**config.mk**
```make
export PLATFORM = sky130hd
export DESIGN_NAME = luhn_mod30_check_character
export DESIGN_NICKNAME = d
export VERILOG_FILES = /design/src/sv/lmod30_pkg.sv /design/src/sv/lmod30_symbol_map.sv /design/src/sv/lmod30_step.sv /design/src/sv/luhn_mod30_check_character.sv
export SDC_FILE = /design/constraint.sdc
export NUM_CORES = 1
export LEC_CHECK = 0
export BUFFER_PORTS_ARGS = -buffer_cell sky130_fd_sc_hd__clkbuf_2
export CAP_MARGIN = 25
export CORE_ASPECT_RATIO = 0.75
export CORE_UTILIZATION = 45
export DETAILED_ROUTE_END_ITERATION = 7
export GPL_ROUTABILITY_DRIVEN = 0
export GPL_TIMING_DRIVEN = 0
export SKIP_CTS_REPAIR_TIMING = 1
export SYNTH_ARGS = -nofsm -noshare
export SYNTH_HDL_FRONTEND = slang
export SYNTH_SLANG_ARGS = --single-unit
```
**constraint.sdc**
```tcl
create_clock -name aclk -period 10.3 [get_ports aclk]
set_input_delay 0 -clock aclk [delete_from_list [all_inputs] [get_ports aclk]]
set_output_delay 0 -clock aclk [all_outputs]
set_load 0.01 [all_outputs]
```
**src/sv/lmod30_pkg.sv**
```systemverilog
// ----------------------------------------------------------------------------
// lmod30_pkg
// Shared types and constants for the Luhn mod-30 check character block.
// ----------------------------------------------------------------------------
package lmod30_pkg;

    localparam int ALPHA_SIZE = 30;
    localparam int SYM_W      = 8;
    localparam int IDX_W      = 5;

    typedef logic [SYM_W-1:0] sym_t;
    typedef logic [IDX_W-1:0] idx_t;

    // Alphabet by index; the comma appears twice, lookups take the first hit.
    localparam sym_t ALPHABET [ALPHA_SIZE] = '{
        8'h20, 8'h2C, 8'h2C, 8'h3F,
        8'h61, 8'h62, 8'h63, 8'h64, 8'h65, 8'h66, 8'h67, 8'h68, 8'h69,
        8'h6A, 8'h6B, 8'h6C, 8'h6D, 8'h6E, 8'h6F, 8'h70, 8'h71, 8'h72,
        8'h73, 8'h74, 8'h75, 8'h76, 8'h77, 8'h78, 8'h79, 8'h7A
    };

    // func codes
    localparam logic FUNC_GENERATE = 1'b0;
    localparam logic FUNC_VALIDATE = 1'b1;

    typedef struct packed {
        idx_t running_sum;
        logic double_next;
        logic mid_word;
        logic word_mode;
        logic error_seen;
    } state_t;

    typedef struct packed {
        logic bad_symbol;
        logic word_valid;
        sym_t check_symbol;
    } result_t;

endpackage

```
**src/sv/lmod30_symbol_map.sv**
```systemverilog
// ----------------------------------------------------------------------------
// lmod30_symbol_map
// Maps a character byte to its first index in the alphabet.
// ----------------------------------------------------------------------------
module lmod30_symbol_map (
    input  lmod30_pkg::sym_t symbol,
    output lmod30_pkg::idx_t idx,
    output logic             found
);

    // Scan from the top so the lowest matching index wins.
    always_comb begin
        idx   = '0;
        found = 1'b0;
        for (int k = lmod30_pkg::ALPHA_SIZE - 1; k >= 0; k--) begin
            if (lmod30_pkg::ALPHABET[k] == symbol) begin
                idx   = lmod30_pkg::IDX_W'(k);
                found = 1'b1;
            end
        end
    end

endmodule

```
**src/sv/lmod30_step.sv**
```systemverilog
// ----------------------------------------------------------------------------
// lmod30_step
// One character step: fold, modular add, word bookkeeping and result.
// ----------------------------------------------------------------------------
module lmod30_step (
    input  lmod30_pkg::state_t  cur,
    input  logic                func,
    input  lmod30_pkg::idx_t    idx,
    input  logic                found,
    input  logic                last,
    output lmod30_pkg::state_t  nxt,
    output lmod30_pkg::result_t res
);

    localparam logic [lmod30_pkg::IDX_W:0] SIZE_W  = (lmod30_pkg::IDX_W+1)'(lmod30_pkg::ALPHA_SIZE);
    localparam logic [lmod30_pkg::IDX_W:0] SIZE_M1 = (lmod30_pkg::IDX_W+1)'(lmod30_pkg::ALPHA_SIZE - 1);

    logic                        start;
    logic                        mode;
    logic                        dbl;
    lmod30_pkg::idx_t            sum0;
    logic [lmod30_pkg::IDX_W:0]  dv;
    lmod30_pkg::idx_t            add;
    logic [lmod30_pkg::IDX_W:0]  total;
    lmod30_pkg::idx_t            sum_n;
    lmod30_pkg::idx_t            cv;

    always_comb begin
        start = !cur.mid_word;
        mode  = start ? func : cur.word_mode;
        dbl   = start ? (func == lmod30_pkg::FUNC_GENERATE) : cur.double_next;
        sum0  = start ? '0 : cur.running_sum;

        // 2v < 60: 2v/30 + 2v%30 is 2v - 29 once 2v reaches 30
        dv = {idx, 1'b0};
        if (!dbl) begin
            add = idx;
        end else if (dv >= SIZE_W) begin
            add = lmod30_pkg::IDX_W'(dv - SIZE_M1);
        end else begin
            add = lmod30_pkg::IDX_W'(dv);
        end

        total = {1'b0, sum0} + {1'b0, add};
        sum_n = (total >= SIZE_W) ? lmod30_pkg::IDX_W'(total - SIZE_W)
                                  : lmod30_pkg::IDX_W'(total);

        nxt.running_sum = sum_n;
        nxt.double_next = !dbl;
        nxt.mid_word    = !last;
        nxt.word_mode   = mode;
        nxt.error_seen  = (start ? 1'b0 : cur.error_seen) | !found;

        cv = (sum_n == '0) ? '0 : lmod30_pkg::IDX_W'(SIZE_W - {1'b0, sum_n});
        res.check_symbol = (mode == lmod30_pkg::FUNC_GENERATE)
                         ? lmod30_pkg::ALPHABET[cv] : '0;
        res.word_valid   = (mode == lmod30_pkg::FUNC_VALIDATE) && (sum_n == '0);
        res.bad_symbol   = nxt.error_seen;
    end

endmodule

```
**src/sv/luhn_mod30_check_character.sv**
```systemverilog
// ----------------------------------------------------------------------------
// luhn_mod30_check_character
// Path: single input register stage, then result register; the word's last
//   character waits in the input register while a stalled result is held.
// Throughput: one character per cycle except during that wait.
// Reset: synchronous active-low aresetn clears the word state and both valids.
// ----------------------------------------------------------------------------
module luhn_mod30_check_character (
    input  logic        aclk,
    input  logic        aresetn,

    input  logic        s_tvalid,
    output logic        s_tready,
    input  logic [7:0]  s_tdata,   // [7:0] symbol
    input  logic        s_tuser,   // [0] func
    input  logic        s_tlast,   // word_end

    output logic        m_tvalid,
    input  logic        m_tready,
    output logic [15:0] m_tdata    // [7:0] check_symbol, [8] word_valid,
                                   // [9] bad_symbol, [15:10] zero
);

    // Input register: one character waiting to be folded into the word state.
    logic                in_valid_reg;
    logic                in_func_reg;
    lmod30_pkg::sym_t    in_symbol_reg;
    logic                in_last_reg;

    // Word state, advanced once per processed character.
    lmod30_pkg::state_t  state_reg;
    lmod30_pkg::state_t  state_next;

    // Result register.
    logic                m_valid_reg;
    lmod30_pkg::result_t m_result_reg;
    lmod30_pkg::result_t m_result_next;

    lmod30_pkg::idx_t    sym_idx;
    logic                sym_found;
    logic                out_free;
    logic                proc_fire;
    logic                in_fire;

    // A non-final character needs no result slot, so it never waits on m_tready.
    assign out_free  = !m_valid_reg || m_tready;
    assign proc_fire = in_valid_reg && (!in_last_reg || out_free);
    assign s_tready  = !in_valid_reg || proc_fire;
    assign in_fire   = s_tvalid && s_tready;

    lmod30_symbol_map u_map (
        .symbol (in_symbol_reg),
        .idx    (sym_idx),
        .found  (sym_found)
    );

    lmod30_step u_step (
        .cur    (state_reg),
        .func   (in_func_reg),
        .idx    (sym_idx),
        .found  (sym_found),
        .last   (in_last_reg),
        .nxt    (state_next),
        .res    (m_result_next)
    );

    // Control state
    always_ff @(posedge aclk) begin
        if (!aresetn) begin
            in_valid_reg <= 1'b0;
            m_valid_reg  <= 1'b0;
            state_reg    <= '0;
        end else begin
            if (in_fire) begin
                in_valid_reg <= 1'b1;
            end else if (proc_fire) begin
                in_valid_reg <= 1'b0;
            end

            if (proc_fire) begin
                state_reg <= state_next;
            end

            if (proc_fire && in_last_reg) begin
                m_valid_reg <= 1'b1;
            end else if (m_tready) begin
                m_valid_reg <= 1'b0;
            end
        end
    end

    // Payload registers
    always_ff @(posedge aclk) begin
        if (in_fire) begin
            in_func_reg   <= s_tuser;
            in_symbol_reg <= s_tdata;
            in_last_reg   <= s_tlast;
        end
        if (proc_fire && in_last_reg) begin
            m_result_reg <= m_result_next;
        end
    end

    assign m_tvalid = m_valid_reg;
    assign m_tdata  = {6'd0, m_result_reg};

endmodule

```
==> results.sh <==
export IMPL_status="complete, but fails checks"
export IMPL_violations="negative hold slack"
export IMPL_p_clk_frac=0.353
export IMPL_synthTopCellsByArea="edfxtp_1 (24%), dfxtp_1 (9.4%), ha_1 (6.4%)"
export IMPL_required_ns=10.33
export IMPL_cts_sinks=30
export IMPL_cts_root_buf="clkbuf_8"
export IMPL_worst_hold_slack_ns=-0.0169
export IMPL_drv_slew=0
export IMPL_fin_crit_sh=0.583
export IMPL_grt_usage=0.191
export IMPL_syn_area_per_cell_um2=8.97
export IMPL_crit_chain="clkbuf_1, or3_1, a21oi_1, nor4_1, or2_2, ha_1, inv_1, a21oi_1, a21boi_0, xnor2_1, mux2i_1, fa_1, nand2b_1, a21oi_1, o2111ai_1, o211ai_1, o21a_1, inv_1, ha_1, clkbuf_1, a311oi_1, or2b_1, mux2i_1, o221a_1"
export IMPL_fin_nets=336
export IMPL_slew_headroom=0.472
export IMPL_tightest_slew_ns=0.792
export IMPL_drive_gt1_frac=0.177
export IMPL_wl_um=5000
export IMPL_drcViolationCount=0
export IMPL_met1Wirelength_um=2690
export IMPL_worstPathArrival_ns=6.04
export IMPL_fin_skew_ns=0.00650
export IMPL_areaGrowthSynthToFinish_pct=19.4
export IMPL_p_per_area_nw_per_um2=123
export IMPL_synth_main_ff_cell="edfxtp_1"
export IMPL_tritoncts="yes"
export IMPL_finalSetupTns_ns=0
export IMPL_met2WireLength_um=2010
export IMPL_cts_made_buffers=5
export IMPL_die_w_um=85.2
export IMPL_core_um2=4930
export IMPL_grt_max_degree=12
export IMPL_cts_htree_levels=2
export IMPL_yosysSeqAreaShare=0.339
export IMPL_cp_max_fo=10
export IMPL_antenna_found_initial=0
export IMPL_postRouteAntennaNets=0
export IMPL_cp_end_kind="flip-flop"
export IMPL_sw_frac_of_total=0.270
export IMPL_ys_top_cells_by_count="nand2_1 (24), edfxtp_1 (19), o21ai_0 (14)"
export IMPL_clk_path_buf_depth=2
export IMPL_port_buffers=24
export IMPL_grt_overflow_total=0
export IMPL_ir_worst_vdd_mv=0.101
export IMPL_clock_fmax_mhz=167
export IMPL_synth_edf_count=19
export IMPL_syn_cell_area_um2=2330
export IMPL_critical_path_class="reg2reg"
export IMPL_wl_per_cell_um=13.5
export IMPL_hold_class="in2reg"
export IMPL_syn_inst=260
export IMPL_vias_per_cell=5.49
export IMPL_ioPinCount=32
export IMPL_pwr_share_comb=0.241
export IMPL_cap_violations=0
export IMPL_async_flop_share=0
export IMPL_slowest_stage="fa_1"
export IMPL_ys_ff_latch=30
export IMPL_synth_top_area_share=0.245
export IMPL_grt_pass1_wl_um=8210
export IMPL_slowest_delay_ns=0.49
export IMPL_final_min_clock_period_ns=6.01
export IMPL_clk_latency_ns=0.28
export IMPL_total_power_w=0.000343
export IMPL_setup_viol=0
export IMPL_p_switching_w=0.0000924
export IMPL_rows=22
export IMPL_final_hold_violation_count=1
export IMPL_die_y_um=64.4
export IMPL_antennaDiodeCount=0
export IMPL_ys_warn_count=0
export IMPL_cpMostUsedCell="a21oi_1"
export IMPL_dp_hpwl_um=3660
export IMPL_synth_top_area_cell="edfxtp_1"
export IMPL_start_util=0.474
export IMPL_grt_pass1_vias=1742
export IMPL_leakagePower_nw=1.24
export IMPL_highest_signal_layer="met4"
export IMPL_p_seq_frac=0.406
export IMPL_drt_iter0_drc=126
export IMPL_vias=2033
export IMPL_cp_start_kind="flip-flop"
export IMPL_first_pass_iters=4
export IMPL_yosysMostFrequentCell="nand2_1"
export IMPL_wl_met3_um=245
export IMPL_post_synth_num_cell_types=61
export IMPL_rsz0062_at_grt="false"
export IMPL_cts_clk_slew_worst_paths_ns=0.06
export IMPL_dieArea_um2=5480
export IMPL_intPower_w=0.000250
power by group through the flow:
stage	Combinational, W	Sequential (W)	Clock, W
6_report	0.0000826	0.000139	0.000121
5_1_grt	0.0000933	0.000140	0.000129
4_1_cts	0.0000787	0.000139	0.000124
3_5_place_dp	0.0000777	0.000142	0
3_3_place_gp	0.0000780	0.000141	0
2_1_floorplan	0.0000596	0.000142	0
critical path: cells and delay by family (launching register included):
kind | cells | cell delay (ns)
compound gates | 9 | 2.24
simple gates | 5 | 1.29
flops | 1 | 0.35
xor+xnor | 1 | 0.19
fa+ha+maj | 3 | 0.85
mux | 2 | 0.24
buf+inv | 4 | 0.57
metrics by stage:
step | cells | utilization | hold WS, ns | instance area, µm² | worst slack (ns)
3_3_place_gp | 350 | 0.518 | 0.176 | 2550 | 4.43
6_report | 370 | 0.565 | -0.0169 | 2790 | 4.29
3_5_place_dp | 351 | 0.519 | 0.179 | 2560 | 4.43
4_1_cts | 359 | 0.543 | -0.122 | 2680 | 4.32
2_1_floorplan | 266 | - | 0.0989 | 2360 | 5.13
5_1_grt | 370 | 0.565 | 0.00944 | 2790 | 3.74
path summary, 6_finish.rpt:
kind,startpoint,end,slack [ns],cells past startpoint
setup / recovery,in_symbol_reg[4],m_tdata[1],4.29,24
setup reg to reg,in_symbol_reg[4],m_tdata[1],4.29,24
hold / removal,s_tvalid,in_valid_reg,-0.02,3
hold reg to reg,state_reg[8],state_reg[8],0.49,1
layer usage:
metal  vias up  track usage
met5         -            0
li1       1056            -
met4         0       0.0657
met1       925        0.300
met2        44        0.259
met3         8       0.0310
cell usage in the layout, fill, tap and decap left out, types with 4 or more instances in the layout:
| master | n |
|---|---|
| a21o_1 | 6 |
| a21oi_1 | 12 |
| a31oi_1 | 4 |
| and2_1 | 7 |
| buf_4 | 8 |
| clkbuf_1 | 10 |
| clkbuf_2 | 24 |
| clkbuf_8 | 6 |
| conb_1 | 7 |
| dfxtp_1 | 11 |
| dlygate4sd3_1 | 11 |
| edfxtp_1 | 19 |
| ha_1 | 12 |
| inv_1 | 13 |
| mux2i_1 | 9 |
| nand2_1 | 24 |
| nand2b_1 | 7 |
| nand3_1 | 12 |
| nor2_1 | 12 |
| nor2b_1 | 5 |
| nor3_1 | 7 |
| o211a_1 | 6 |
| o21ai_0 | 14 |
| or2_2 | 4 |
logic make-up after synthesis:
| kind of cell | Yosys count | share of synthesized area |
|---|---|---|
| XOR/XNOR | 6 | 0.0225 |
| other | 1 | 0.00161 |
| AO/OA/AOI/OAI | 76 | 0.242 |
| multiplexers | 12 | 0.0531 |
| adder cells (fa/ha/maj) | 13 | 0.0729 |
| AND/OR/NAND/NOR | 91 | 0.206 |
| buffers and inverters | 31 | 0.0622 |
| flip-flops | 30 | 0.339 |
layout make-up:
class	instances	area [µm²]
Buffer	18	96.3
Clock buffer	7	86.3
Clock inverter	1	30.0
Fill cell	437	2140
Inverter	13	48.8
Multi-Input combinational cell	205	1420
Sequential cell	30	791
Tap cell	60	75.1
Timing Repair Buffer	36	238
No activity file was read; power rests on OpenSTA's default activity.
